===== src/hdl/bgi_pkg.sv =====
// Shared types, constants and arithmetic helpers for the bilinear grid interpolator.
`timescale 1ns / 1ps
package bgi_pkg;

  localparam int DefMaxRows = 64;
  localparam int DefMaxCols = 64;
  localparam int IdxW       = 10;
  localparam int DivStages  = 47;

  localparam logic [1:0] RegStepRadial   = 2'd0;
  localparam logic [1:0] RegStepMomentum = 2'd1;
  localparam logic [1:0] RegRowsUsed     = 2'd2;
  localparam logic [1:0] RegColsUsed     = 2'd3;

  typedef struct packed {
    logic        is_query;
    logic        neg;
    logic [5:0]  row;
    logic [5:0]  col;
    logic [31:0] sample;
    logic [30:0] rem_r;
    logic [46:0] nq_r;
    logic [30:0] rem_m;
    logic [46:0] nq_m;
  } div_item_t;

  typedef struct packed {
    logic            is_query;
    logic            oor;
    logic            wr_en;
    logic [IdxW-1:0] row;
    logic [IdxW-1:0] col;
    logic [31:0]     sample;
    logic [15:0]     ar;
    logic [15:0]     am;
  } qent_t;

  function automatic logic [77:0] div_bit(input logic [30:0] rem, input logic [46:0] nq,
                                          input logic [30:0] s);
    logic [31:0] t;
    logic [31:0] diff;
    logic        ge;
    t    = {rem, nq[46]};
    diff = t - {1'b0, s};
    ge   = (t >= {1'b0, s});
    div_bit = {(ge ? diff[30:0] : t[30:0]), nq[45:0], ge};
  endfunction

  function automatic div_item_t div_step(input div_item_t it, input logic [30:0] sr,
                                         input logic [30:0] sm);
    div_item_t o;
    o = it;
    {o.rem_r, o.nq_r} = div_bit(it.rem_r, it.nq_r, sr);
    {o.rem_m, o.nq_m} = div_bit(it.rem_m, it.nq_m, sm);
    div_step = o;
  endfunction

endpackage


===== src/hdl/bgi_queue.sv =====
// Two-entry queue between the front and back parts.
`timescale 1ns / 1ps
module bgi_queue import bgi_pkg::*; (
  input  logic  clk_i,
  input  logic  rst_ni,
  input  logic  push_i,
  input  qent_t ent_i,
  input  logic  pop_i,
  output qent_t head_o,
  output logic  empty_o,
  output logic  full_o
);
  qent_t      mem_q [2];
  logic       wp_q;
  logic       rp_q;
  logic [1:0] cnt_q;
  logic       do_pop;

  assign empty_o = (cnt_q == 2'd0);
  assign full_o  = (cnt_q == 2'd2);
  assign head_o  = mem_q[rp_q];
  assign do_pop  = pop_i && !empty_o;

  always_ff @(posedge clk_i or negedge rst_ni) begin
    if (!rst_ni) begin
      wp_q  <= 1'b0;
      rp_q  <= 1'b0;
      cnt_q <= 2'd0;
    end else begin
      if (push_i) begin
        wp_q <= ~wp_q;
      end
      if (do_pop) begin
        rp_q <= ~rp_q;
      end
      cnt_q <= cnt_q + {1'b0, push_i} - {1'b0, do_pop};
    end
  end

  always_ff @(posedge clk_i) begin
    if (push_i) begin
      mem_q[wp_q] <= ent_i;
    end
  end
endmodule


===== config.mk =====
export PLATFORM = sky130hd
export DESIGN_NAME = bgi_queue
export DESIGN_NICKNAME = d
export VERILOG_FILES = /design/src/hdl/bgi_pkg.sv /design/src/hdl/bgi_queue.sv
export SDC_FILE = /design/constraint.sdc
export NUM_CORES = 1
export LEC_CHECK = 0
export CAP_MARGIN = 30
export CORE_ASPECT_RATIO = 0.6
export CORE_MARGIN = 8
export CORE_UTILIZATION = 56
export DETAILED_ROUTE_END_ITERATION = 8
export DONT_BUFFER_PORTS = 1
export PLACE_DENSITY = 0.75
export SLEW_MARGIN = 15
export SYNTH_ARGS = -nofsm -noshare
export SYNTH_HDL_FRONTEND = slang
export SYNTH_SLANG_ARGS = --single-unit

===== constraint.sdc =====
create_clock -name clk_i -period 6.9 [get_ports clk_i]
set_input_delay 0.69 -clock clk_i [delete_from_list [all_inputs] [get_ports clk_i]]
set_output_delay 0.69 -clock clk_i [all_outputs]
set_load 0.02 [all_outputs]

-- Yosys cells after proc, flatten, opt, wreduce, memory -nomap -nowiden
Memory sizes are Yosys's and may differ from the RTL's.
Cells that the tools add are included.
- input port bits: 91
- RAM bits: 174
- flip-flop bits (word level): 4
- memories kept: 1
- memory list (memory ; words ; width ; rd ports ; clocked after memory_dff ; wr ports ; line ; text):
    mem_q ; 2 ; 87 ; 1 ; 0 ; 1 ; bgi_queue.sv:13 ; qent_t mem_q [2];
- add/subtract/negate cells: 2
- mux-type cells: 2
- eq/ne operators: 1
- reductions and logical operators: 3
- bitwise gates (word level): 2
- operator list (operator ; number):
    $add 2x1->2 ; 1
    $eq 2x2->1 const B ; 1
    $logic_not 2->1 ; 1
    $mux 1 ; 2
    $not 1->1 ; 2
    $sub 2x1->2 ; 1
    $logic_and 1x1->1 ; 1
    $logic_not 1->1 ; 1

-- Longest topological paths before layout
Gate-level depths: netlist of the first run.
- depth after elaboration: 4
- mapped depth: 6
- depth with buffers taken out: 6

-- Least setup slack after synthesis of the first run
Ideal clock, no wire load.
- path kind: input to register
- from: input push_i
- to: memory mem_q[0][0] (netlist bit) (enable)
- setup time: 0.544 ns
- stages on the path: 1
- path slack: 1.870 ns
- required time: 6.356 ns
- arrival: 4.487 ns
- path through: nor2b_1
- longest elaborated chain between the ends: 2
- RTL lines (what ; line ; text):
    from (decl) ; bgi_queue.sv:6 ; input logic push_i,
    $mux 1 ; bgi_queue.sv:41 ; if (push_i) begin
    $mux 1 (not written as such) ; bgi_queue.sv:42 ; mem_q[wp_q] <= ent_i;
    to (decl) ; bgi_queue.sv:13 ;
Every way passes these cells.

==> results of run 1 <==
## metrics by stage
step / instances / hold slack [ns] / util
final: 476 / 0.365 / 0.646
after global routing: 476 / 0.349 / 0.646
after CTS: 475 / 0.346 / 0.644
after detailed placement: 442 / 0.395 / 0.596
after global placement: 440 / 0.395 / 0.592
after floorplan: 288 / 0.394 / -
## flip-flops by register name (all words and copies together) (netlist names)
name   cells
cnt_q      2
mem_q    174
rp_q       1
wp_q       1
## where the power goes
| part | switching (uW) | total [uW] | internal (uW) |
|---|---|---|---|
| logic | 614 | 950 | 336 |
| clock network | 390 | 856 | 466 |
| registers | 73.4 | 1510 | 1440 |
## layout make-up
cell class / count / area share
Tap cell: 160 / 0.0273
Timing Repair Buffer: 6 / 0.0137
Clock inverter: 13 / 0.0140
Sequential cell: 178 / 0.727
Clock buffer: 19 / 0.0591
Multi-Input combinational cell: 98 / 0.158
Inverter: 2 / 0.00102
## cell usage in the layout, fill, tap and decap left out, types with 2 or more instances in the layout
cell type	n
clkbuf_1	2
xnor2_1	2
ha_1	2
buf_4	2
clkbuf_16	17
edfxtp_1	174
clkinv_4	3
mux2_4	20
dfrtp_1	3
inv_1	2
mux2_2	67
xor2_1	2
clkinvlp_4	4
inv_6	3
buf_16	2
## metal layers
metal | vias to the layer above | track usage | wire, um
met5 | - | 0 | 0
met4 | 0 | 0.0556 | 99
met3 | 11 | 0.111 | 1880
met2 | 124 | 0.220 | 5190
met1 | 1304 | 0.156 | 4200
li1 | 1172 | - | -
## final timing paths
| path | start | end | slack (ns) | cells after the start |
|---|---|---|---|---|
| worst min-delay path | push_i | wp_q$_DFFE_PN0P_ | 0.37 | 1 |
| worst min register to register | wp_q$_DFFE_PN0P_ | wp_q$_DFFE_PN0P_ | 0.56 | 1 |
| worst max register to register | wp_q$_DFFE_PN0P_ | mem_q[0][41]$_DFFE_PP_ | 4.80 | 3 |
| min in group asynchronous | rst_ni | wp_q$_DFFE_PN0P_ | 0.55 | 1 |
| max in group asynchronous | rst_ni | rp_q$_DFFE_PN0P_ | 6.16 | 1 |
| worst max-delay path | rp_q$_DFFE_PN0P_ | head_o[13] | 4.03 | 3 |
## cell families after synthesis
family	Yosys count	share of synthesized area
AOI/OAI and AO/OA	1	0.00115
buffers and inverters	12	0.0126
muxes	87	0.161
adders and majority gates	2	0.00382
and+or+nand+nor	4	0.00344
DFF	178	0.813
xor gates and xnor gates	4	0.00535
## what timing repair did
item,CTS,global route
hold buffers,1,0
buffers inserted,0,0
endpoints found under the hold margin,4,0
==> impl_results.md, run 1 <==
- Synth top area cells: edfxtp_1, mux2_2, mux2_4
- Slowest-stage cell, CP: dfrtp_4
- Worst Path Max Fanout: between 50 and 60
- Avg Cell Area, Syn: around 23 sq um
- H-tree levels: 4
- Ports: 180
- Worst path top cell family by delay: buffers and inverters
- Setup TNS: 0 ns
- Total chip power: between 3000 and 4000 uW
- Vias in the first global route: approximately 2,800
- Grt total ovfl: 0
- Status: finished clean
- Final Hold Viols: 0
- First-pass GRT wire length: 16,800 um
- Synth Cell Area: approximately 6600 sq um
- Routed Antenna Nets: 0
- Routed WL: 11,400 um
- Final min period: between 2 and 3 ns
- CP Class: reg -> out
- Maximum clock frequency: roughly 350 MHz
- Rel. slew slack: 0.590
- DR vias/cell: 5.49
- Iter 0 DRT Violations: between 100 and 150
- Cts repair resizes: 0
- WP buf/inv: 2
- Chip height: about 100 um
- Filler Cells Inserted: approximately 790
- Maximum VDD drop: approximately 240 uV
- Initial antenna violation count: 0
- Clk slew on worst S/H paths: around 0.07 ns
- Number of core rows: 30
- Total die area: ~16,000 sq um
- Area leader, netlist: edfxtp_1
- Period utilization: 0.415
- Largest net degree at the start of global routing: 69
- Top-count cell post-synth: edfxtp_1
- Worst-Skew Late Latency: slightly above 0.4 ns
- DRC viols: 0
- Slew @ Worst Pin: slightly above 0.6 ns
- Kind of start point of the critical path: flop
- CTS tree: built
- Vias: roughly 2,600
- Register area: between 5000 and 6000 sq um
- RSZ-0062 raised after global routing: false
- Critical path arrival: ~2.2 ns
- CP Cell Sequence: buf_4, buf_16, mux2_2
- Routability Congestion: 0.679
- Post-synth EDFFs: between 150 and 200
- Core Region: ~11,000 sq um
- LEAKAGE: roughly 0.0025 uW
- Cts bufs inserted: 17
- Worst setup EP type: output port
- Area of the multi-input gates: 1150 sq um
- Final-report setup violation count: 0
- CP Data Required Time: 6.21 ns
- Final instance area: 7330 sq um
- Setup slack after layout: ~4 ns
- Synth Net Count: ~380
- Post-synth top area share: 0.797
- Min-Delay Path Class: in -> reg
- Die extent in x: about 160 um
- Area growth, synth to finish: 11.8%
- DP Area: about 6800 sq um
- Pins over their slew limit: 0
- Pwr Density: roughly 450 nW/um^2
- Sequential share of the synthesized area: 0.813
- Layout Nets: ~400
- Register bit total from synthesis: 178
- Clock Path Buffers: 2
- Clock root cell: clkbuf_16
- Most used DFF post-synth: edfxtp_1
- GRT Total Usage: 0.147
- Top cells by count, synth: edfxtp_1, mux2_2, mux2_4
- Number of distinct library cells after synthesis: 14
- Post-place setup slack: around 4.3 ns
- Wire per inst: about 24 um
- Initial Utilization: 0.578
- Ys Warns: 0
- Skew final: 0.00983 ns
- Slowest stage delay, CP: between 0.6 and 0.7 ns
- N_diodes: 0
- Syn Inst Count: 288
- First-pass DRT Iterations: 4
- Final HPWL DP: about 7800 um
- Max-cap violations: 0
- TritonCTS Sinks: 178
- Ys async rst share: 0.0225
- I/O Buffers: 0
- Share of layout cells above drive strength 1: 0.392
No activity file was read; power rests on OpenSTA's default activity.
==> run 2: changes to the inputs <==
--- a/config.mk
+++ b/config.mk
@@ -11,7 +11,7 @@
 export CORE_UTILIZATION = 56
 export DETAILED_ROUTE_END_ITERATION = 8
 export DONT_BUFFER_PORTS = 1
-export PLACE_DENSITY = 0.75
+export PLACE_DENSITY = 0.78
 export SLEW_MARGIN = 15
 export SYNTH_ARGS = -nofsm -noshare
 export SYNTH_HDL_FRONTEND = slang
==> constraint.sdc (replaced) <==
create_clock -name clk_i -period 2.4 [get_ports clk_i]
set_input_delay 0.24 -clock clk_i [delete_from_list [all_inputs] [get_ports clk_i]]
set_output_delay 0.24 -clock clk_i [all_outputs]
set_load 0.02 [all_outputs]
==> run 2 against run 1 <==
Against the previous run: clock power rose to 2.9 times the previous value; setup slack got worse by 3.9 ns; largest power group unchanged; combinational power rose to 3.0 times the previous value; sequential share of layout area decreased by 7.7 points; design area is 12% higher; first-iteration DRC count grew 88%; die area is the same; routed wire length rose by 17%; sequential power grew to 2.9 times the previous value; cell count increased by 18%; via count increased by 16%; non-clock buffer count grew 90.
==> impl_results.md, run 2 (same netlist as run 1, synthesis figures left out) <==
- Status: finished clean
- Routability Congestion: 0.692 (+1.8%)
- First-pass GRT wire length: 19,900 um (+18%)
- H-tree levels: 4 (unchanged)
- Final HPWL DP: 8050 um (+3.1%)
- Pins over their slew limit: 0 (unchanged)
- Rel. slew slack: 0.587 (-0.00297)
- Kind of start point of the critical path: flop
- Area growth, synth to finish: 25.1%
- Max-cap violations: 0 (unchanged)
- Post-CTS Setup Repair Bufs: 0 (unchanged)
- Largest net degree at the start of global routing: 47 (-32%)
- Initial antenna violation count: 0 (unchanged)
- Top reg by flops: mem_q
- Min-Delay Path Class: in -> reg
- Grt total ovfl: 0 (unchanged)
- Share of layout cells above drive strength 1: 0.314 (-0.0780)
- Routed WL: 13,300 um (+17%)
- Clock root cell: clkbuf_16
- LEAKAGE: 0.00284 uW (+15%)
- FF-to-FF End: mem_q[1][31]$_DFFE_PP_
- Setup slack, reg-to-reg: 0.90 ns (-3.90 ns)
- Period utilization: 0.930
- Setup TNS: 0 ns (unchanged)
- DP Area: 6770 sq um (+0.22%)
- Slew @ Worst Pin: 0.620 ns (+0.00445 ns)
- Number of core rows: 30 (unchanged)
- Hold WS: 0.0780 ns (-0.287 ns)
- Routed Antenna Nets: 0 (unchanged)
- Total die area: 15,500 sq um (unchanged)
- CP Data Required Time: 2.16 ns (-4.05 ns)
- Final min period: 2.23 ns
- First-pass DRT Iterations: 4 (unchanged)
- Core Region: 11,300 sq um (unchanged)
- I/O Buffers: 0 (unchanged)
- Layout Nets: 486 (+23%)
- Worst Setup SP: rp_q$_DFFE_PN0P_
- Launch point of the worst reg-to-reg path: wp_q$_DFFE_PN0P_
- Worst path depth: 2 (-1)
- Cts bufs inserted: 17 (unchanged)
- Slowest-stage cell, CP: dfrtp_4
- DR vias/cell: 5.37 (-2.1%)
- CP Class: reg -> out
- CP Cell Sequence: buf_4, mux2_2
- Maximum clock frequency: approximately 450 MHz
- Critical path arrival: 1.99 ns (-0.19 ns)
- Biggest registers after layout: mem_q x174, cnt_q x2
- CTS tree: built
- Vias in the first global route: 3,337 (+21%)
- Most common cell after layout, fill and taps aside: edfxtp_1
- RSZ-0062 raised after global routing: false
- R2R cell count: 2 (-1)
- Iter 0 DRT Violations: 228 (+88%)
- Worst-Skew Late Latency: 0.41 ns (about the same)
- Worst setup path end: head_o[26]
- TritonCTS Sinks: 178 (unchanged)
- Clk slew on worst S/H paths: 0.06 ns (about the same)
- Worst setup EP type: output port
- Max FFs per register: 174 (unchanged)
- Commonest non-fill, non-tap cells in the layout: edfxtp_1, dlygate4sd3_1, mux2_2
- Slowest stage delay, CP: 0.75 ns (+0.14 ns)
- Worst path top cell family by delay: flip-flops
- Initial Utilization: 0.578 (unchanged)
- Clock Path Buffers: 2 (unchanged)
- Vias: 3,028 (+16%)
- Final instance area: 8200 sq um (+12%)
- GRT Total Usage: 0.172 (+0.0254)
- Chip height: 99.8 um (unchanged)
- Wire per inst: 23.7 um (-1.0%)
- Maximum VDD drop: 655 uV (+170%)
- Ports: 180 (unchanged)
- Die extent in x: 156 um (unchanged)
- Worst Path Max Fanout: 34 (-35%)
- Pwr Density: 1190 nW/um^2 (+160%)
- WP buf/inv: 1 (-1)
- Skew final: 0.0129 ns (+0.00304 ns)
- N_diodes: 0 (unchanged)
- Final Hold Viols: 0 (unchanged)
- DRC viols: 0 (unchanged)
- Final-report setup violation count: 0 (unchanged)
==> run 2: how the worst min path moves through the flow <==
stage                 from                  to  slack, ns  cells after the start
floorplan           rst_ni  cnt_q[0]$_DFF_PN0_      -0.06                      0
global placement    rst_ni  cnt_q[1]$_DFF_PN0_      -0.06                      0
detailed placement  rst_ni  cnt_q[0]$_DFF_PN0_      -0.06                      0
CTS                  pop_i    rp_q$_DFFE_PN0P_       0.09                      2
global route         pop_i    rp_q$_DFFE_PN0P_       0.09                      2
finish               pop_i    rp_q$_DFFE_PN0P_       0.08                      2
==> run 2: per-stage QoR <==
step	power, uW	std cells	util	setup WS, ns
after floorplan	6720	288	-	0.262
after global placement	7100	445	0.597	0.638
after detailed placement	7180	445	0.597	0.579
after CTS	9850	564	0.723	0.136
after global routing	10200	564	0.723	0.0702
final	9760	564	0.723	0.167
==> run 2: power by group <==
part	total [uW]	switching [uW]	internal, uW
clock network	2520	1110	1420
logic	2810	1770	1040
registers	4430	293	4130
==> run 2: routing by layer <==
| metal | wire, um | GRT usage |
|---|---|---|
| met5 | 0 | 0 |
| met4 | 130 | 0.0512 |
| met3 | 1270 | 0.0781 |
| met2 | 6370 | 0.272 |
| met1 | 5580 | 0.212 |
==> run 2: final cells by class <==
type,instances,area [sq um]
Clock inverter,13,113
Fill cell,675,3140
Tap cell,160,200
Multi-Input combinational cell,98,1150
Clock buffer,17,425
Timing Repair Buffer,96,968
Sequential cell,178,5330
Inverter,2,7.51
==> run 2: timing repair <==
action / in CTS / in global routing
hold endpoints to repair: 180 / 0
hold buffers: 89 / 0
resized for setup: 0 / 0
setup endpoints to repair: 0 / 0
==> run 3: changes to the inputs <==
==> constraint.sdc (replaced) <==
create_clock -name clk_i -period 2.4 [get_ports clk_i]
set_input_delay 0.24 -clock clk_i [delete_from_list [all_inputs] [get_ports clk_i]]
set_output_delay 0.24 -clock clk_i [all_outputs]
set_load 0.05 [all_outputs]
==> run 3 against run 2 <==
Against the previous run: first-iteration DRC count shrank 6.1%; routed wire length grew 0.10%; fmax grew 5.3%; register-to-register slack lost 0.03 ns; via count grew 1.8%; clock skew shrank 0.0024 ns; worst hold slack gained 0.0029 ns; core utilization grew 0.35 points; largest power group is now combinational logic.
==> impl_results.md, run 3 (same netlist as run 1, synthesis figures left out) <==
- Min-Delay Path Class: in -> reg
- Core Region: 11,300 sq um (unchanged)
- Worst-Skew Late Latency: 0.42 ns (about the same)
- CTS tree: built
- Worst Path Max Fanout: 88 (+160%)
- Largest net degree at the start of global routing: 89 (+89%)
- Slew @ Worst Pin: 0.614 ns (-0.00631 ns)
- RSZ-0062 raised after global routing: false
- Biggest registers after layout: mem_q x174, cnt_q x2
- Vias: 3,081 (+1.8%)
- DR vias/cell: 5.44 (+1.4%)
- Initial Utilization: 0.578 (unchanged)
- Routed WL: 13,400 um (+0.10%)
- Final-report setup violation count: 0 (unchanged)
- I/O Buffers: 0 (unchanged)
- Chip height: 99.8 um (unchanged)
- GRT Total Usage: 0.174 (+0.00135)
- Met3 Track Usage GR: 0.0837 (+0.00558)
- Rel. slew slack: 0.591 (+0.00421)
- Setup TNS: 0 ns (unchanged)
- Pins over their slew limit: 0 (unchanged)
- Iter 0 DRT Violations: 214 (-6.1%)
- TritonCTS Sinks: 178 (unchanged)
- Routability Congestion: 0.718 (+3.8%)
- Cts bufs inserted: 17 (unchanged)
- First-pass GRT wire length: 20,200 um (+1.3%)
- Area growth, synth to finish: 25.7%
- Routed Antenna Nets: 0 (unchanged)
- Met2 Track Usage GR: 0.277 (+0.00537)
- Layout Nets: 486 (unchanged)
- Grt total ovfl: 0 (unchanged)
- N_diodes: 0 (unchanged)
- Area of the multi-input gates: 1150 sq um (unchanged)
- Clk slew on worst S/H paths: 0.06 ns (about the same)
- Clock Path Buffers: 2 (unchanged)
- Most common cell after layout, fill and taps aside: edfxtp_1
- Maximum clock frequency: 471 MHz (+5.3%)
- Period utilization: 0.884 (-0.0465)
- Pwr Density: 1380 nW/um^2 (+16%)
- Top reg by flops: mem_q
- Post-place setup slack: 0.767 ns (+0.189 ns)
- Initial antenna violation count: 0 (unchanged)
- CP Class: reg -> out
- Status: finished clean
- LEAKAGE: 0.00286 uW (+0.82%)
- Max-cap violations: 0 (unchanged)
- Setup slack after layout: 0.279 ns (+0.112 ns)
- Skew final: 0.0104 ns (-0.00242 ns)
- Gr busiest metal: met2
- Critical path arrival: 1.88 ns (-0.11 ns)
- H-tree levels: 4 (unchanged)
- Maximum VDD drop: 694 uV (+5.9%)
- Final Hold Viols: 0 (unchanged)
- Number of core rows: 30 (unchanged)
- Routing usage on met1: 0.206 (-0.00595)
- Clock root cell: clkbuf_16
- Post-CTS Setup Repair Bufs: 0 (unchanged)
- Worst setup EP type: output port
- Vias in the first global route: 3,341 (+0.12%)
- DRC viols: 0 (unchanged)
- Share of layout cells above drive strength 1: 0.310 (-0.00401)
- Commonest non-fill, non-tap cells in the layout: edfxtp_1, dlygate4sd3_1, mux2_2
- Final min period: 2.12 ns (-0.112 ns)
- Hold WS: 0.0808 ns (+0.00286 ns)
- CP Data Required Time: 2.16 ns (about the same)
- Kind of start point of the critical path: flop
- Total die area: 15,500 sq um (unchanged)
- Ports: 180 (unchanged)
- Die extent in x: 156 um (unchanged)
- First-pass DRT Iterations: 4 (unchanged)
- Max FFs per register: 174 (unchanged)
- Wire per inst: 23.6 um (-0.25%)
- Filler Cells Inserted: 665 (-1.5%)
- Register area: 5330 sq um (unchanged)
-- run 3: changes by cell type in the layout (fill, tap and decap cells not counted), sizes merged --
cell,change
clkinv,+1
clkinvlp,-3
inv,+4
-- run 3: repair_timing --
| item | in CTS | in global routing |
|---|---|---|
| setup endpoints to repair | 0 | 0 |
| hold buffers | 89 | 0 |
| hold endpoints to repair | 180 | 0 |
| gates resized for setup | 0 | 0 |
-- run 3: cell type report --
class	count	share of cell area
clock inverter	15	0.0185
sequential	178	0.647
timing repair buffer	96	0.118
multi-input combinational	98	0.140
tap	160	0.0243
inverter	2	0.000911
clock buffer	17	0.0516
-- run 3: metrics by stage --
| step | instances | total power, uW | util | cell area [sq um] |
|---|---|---|---|---|
| floorplan | 288 | 8190 | - | 6560 |
| global placement | 445 | 8580 | 0.597 | 6770 |
| detailed placement | 445 | 8640 | 0.597 | 6770 |
| CTS | 566 | 11400 | 0.727 | 8240 |
| global route | 566 | 11800 | 0.727 | 8240 |
| finish | 566 | 11400 | 0.727 | 8240 |
-- run 3: critical path: stages (launching register included) --
cell     delay, ns
dfrtp_4       0.41
buf_12        0.34
mux2_2        0.54
-- run 3: worst paths after layout --
check	start	endpoint	slack, ns	cells after the start
max in group asynchronous	rst_ni	rp_q$_DFFE_PN0P_	2.10	1
min in group asynchronous	rst_ni	cnt_q[1]$_DFF_PN0_	0.10	1
worst min-delay path	pop_i	rp_q$_DFFE_PN0P_	0.08	2
worst min register to register	wp_q$_DFFE_PN0P_	wp_q$_DFFE_PN0P_	0.55	1
worst max register to register	cnt_q[0]$_DFF_PN0_	cnt_q[1]$_DFF_PN0_	0.87	6
worst max-delay path	rp_q$_DFFE_PN0P_	head_o[85]	0.28	2
-- run 3: layer usage --
layer / vias up / share of wire
met3: 14 / 0.11
met1: 1530 / 0.41
met2: 184 / 0.48
li1: 1353 / -
met5: - / 0
met4: 0 / 0.0075
-- run 3: where the power goes --
part | internal [uW] | switching, uW | leakage (uW)
Clock | 1470 | 1210 | 0.000284
Sequential | 4130 | 175 | 0.00168
Combinational | 1070 | 3340 | 0.000899
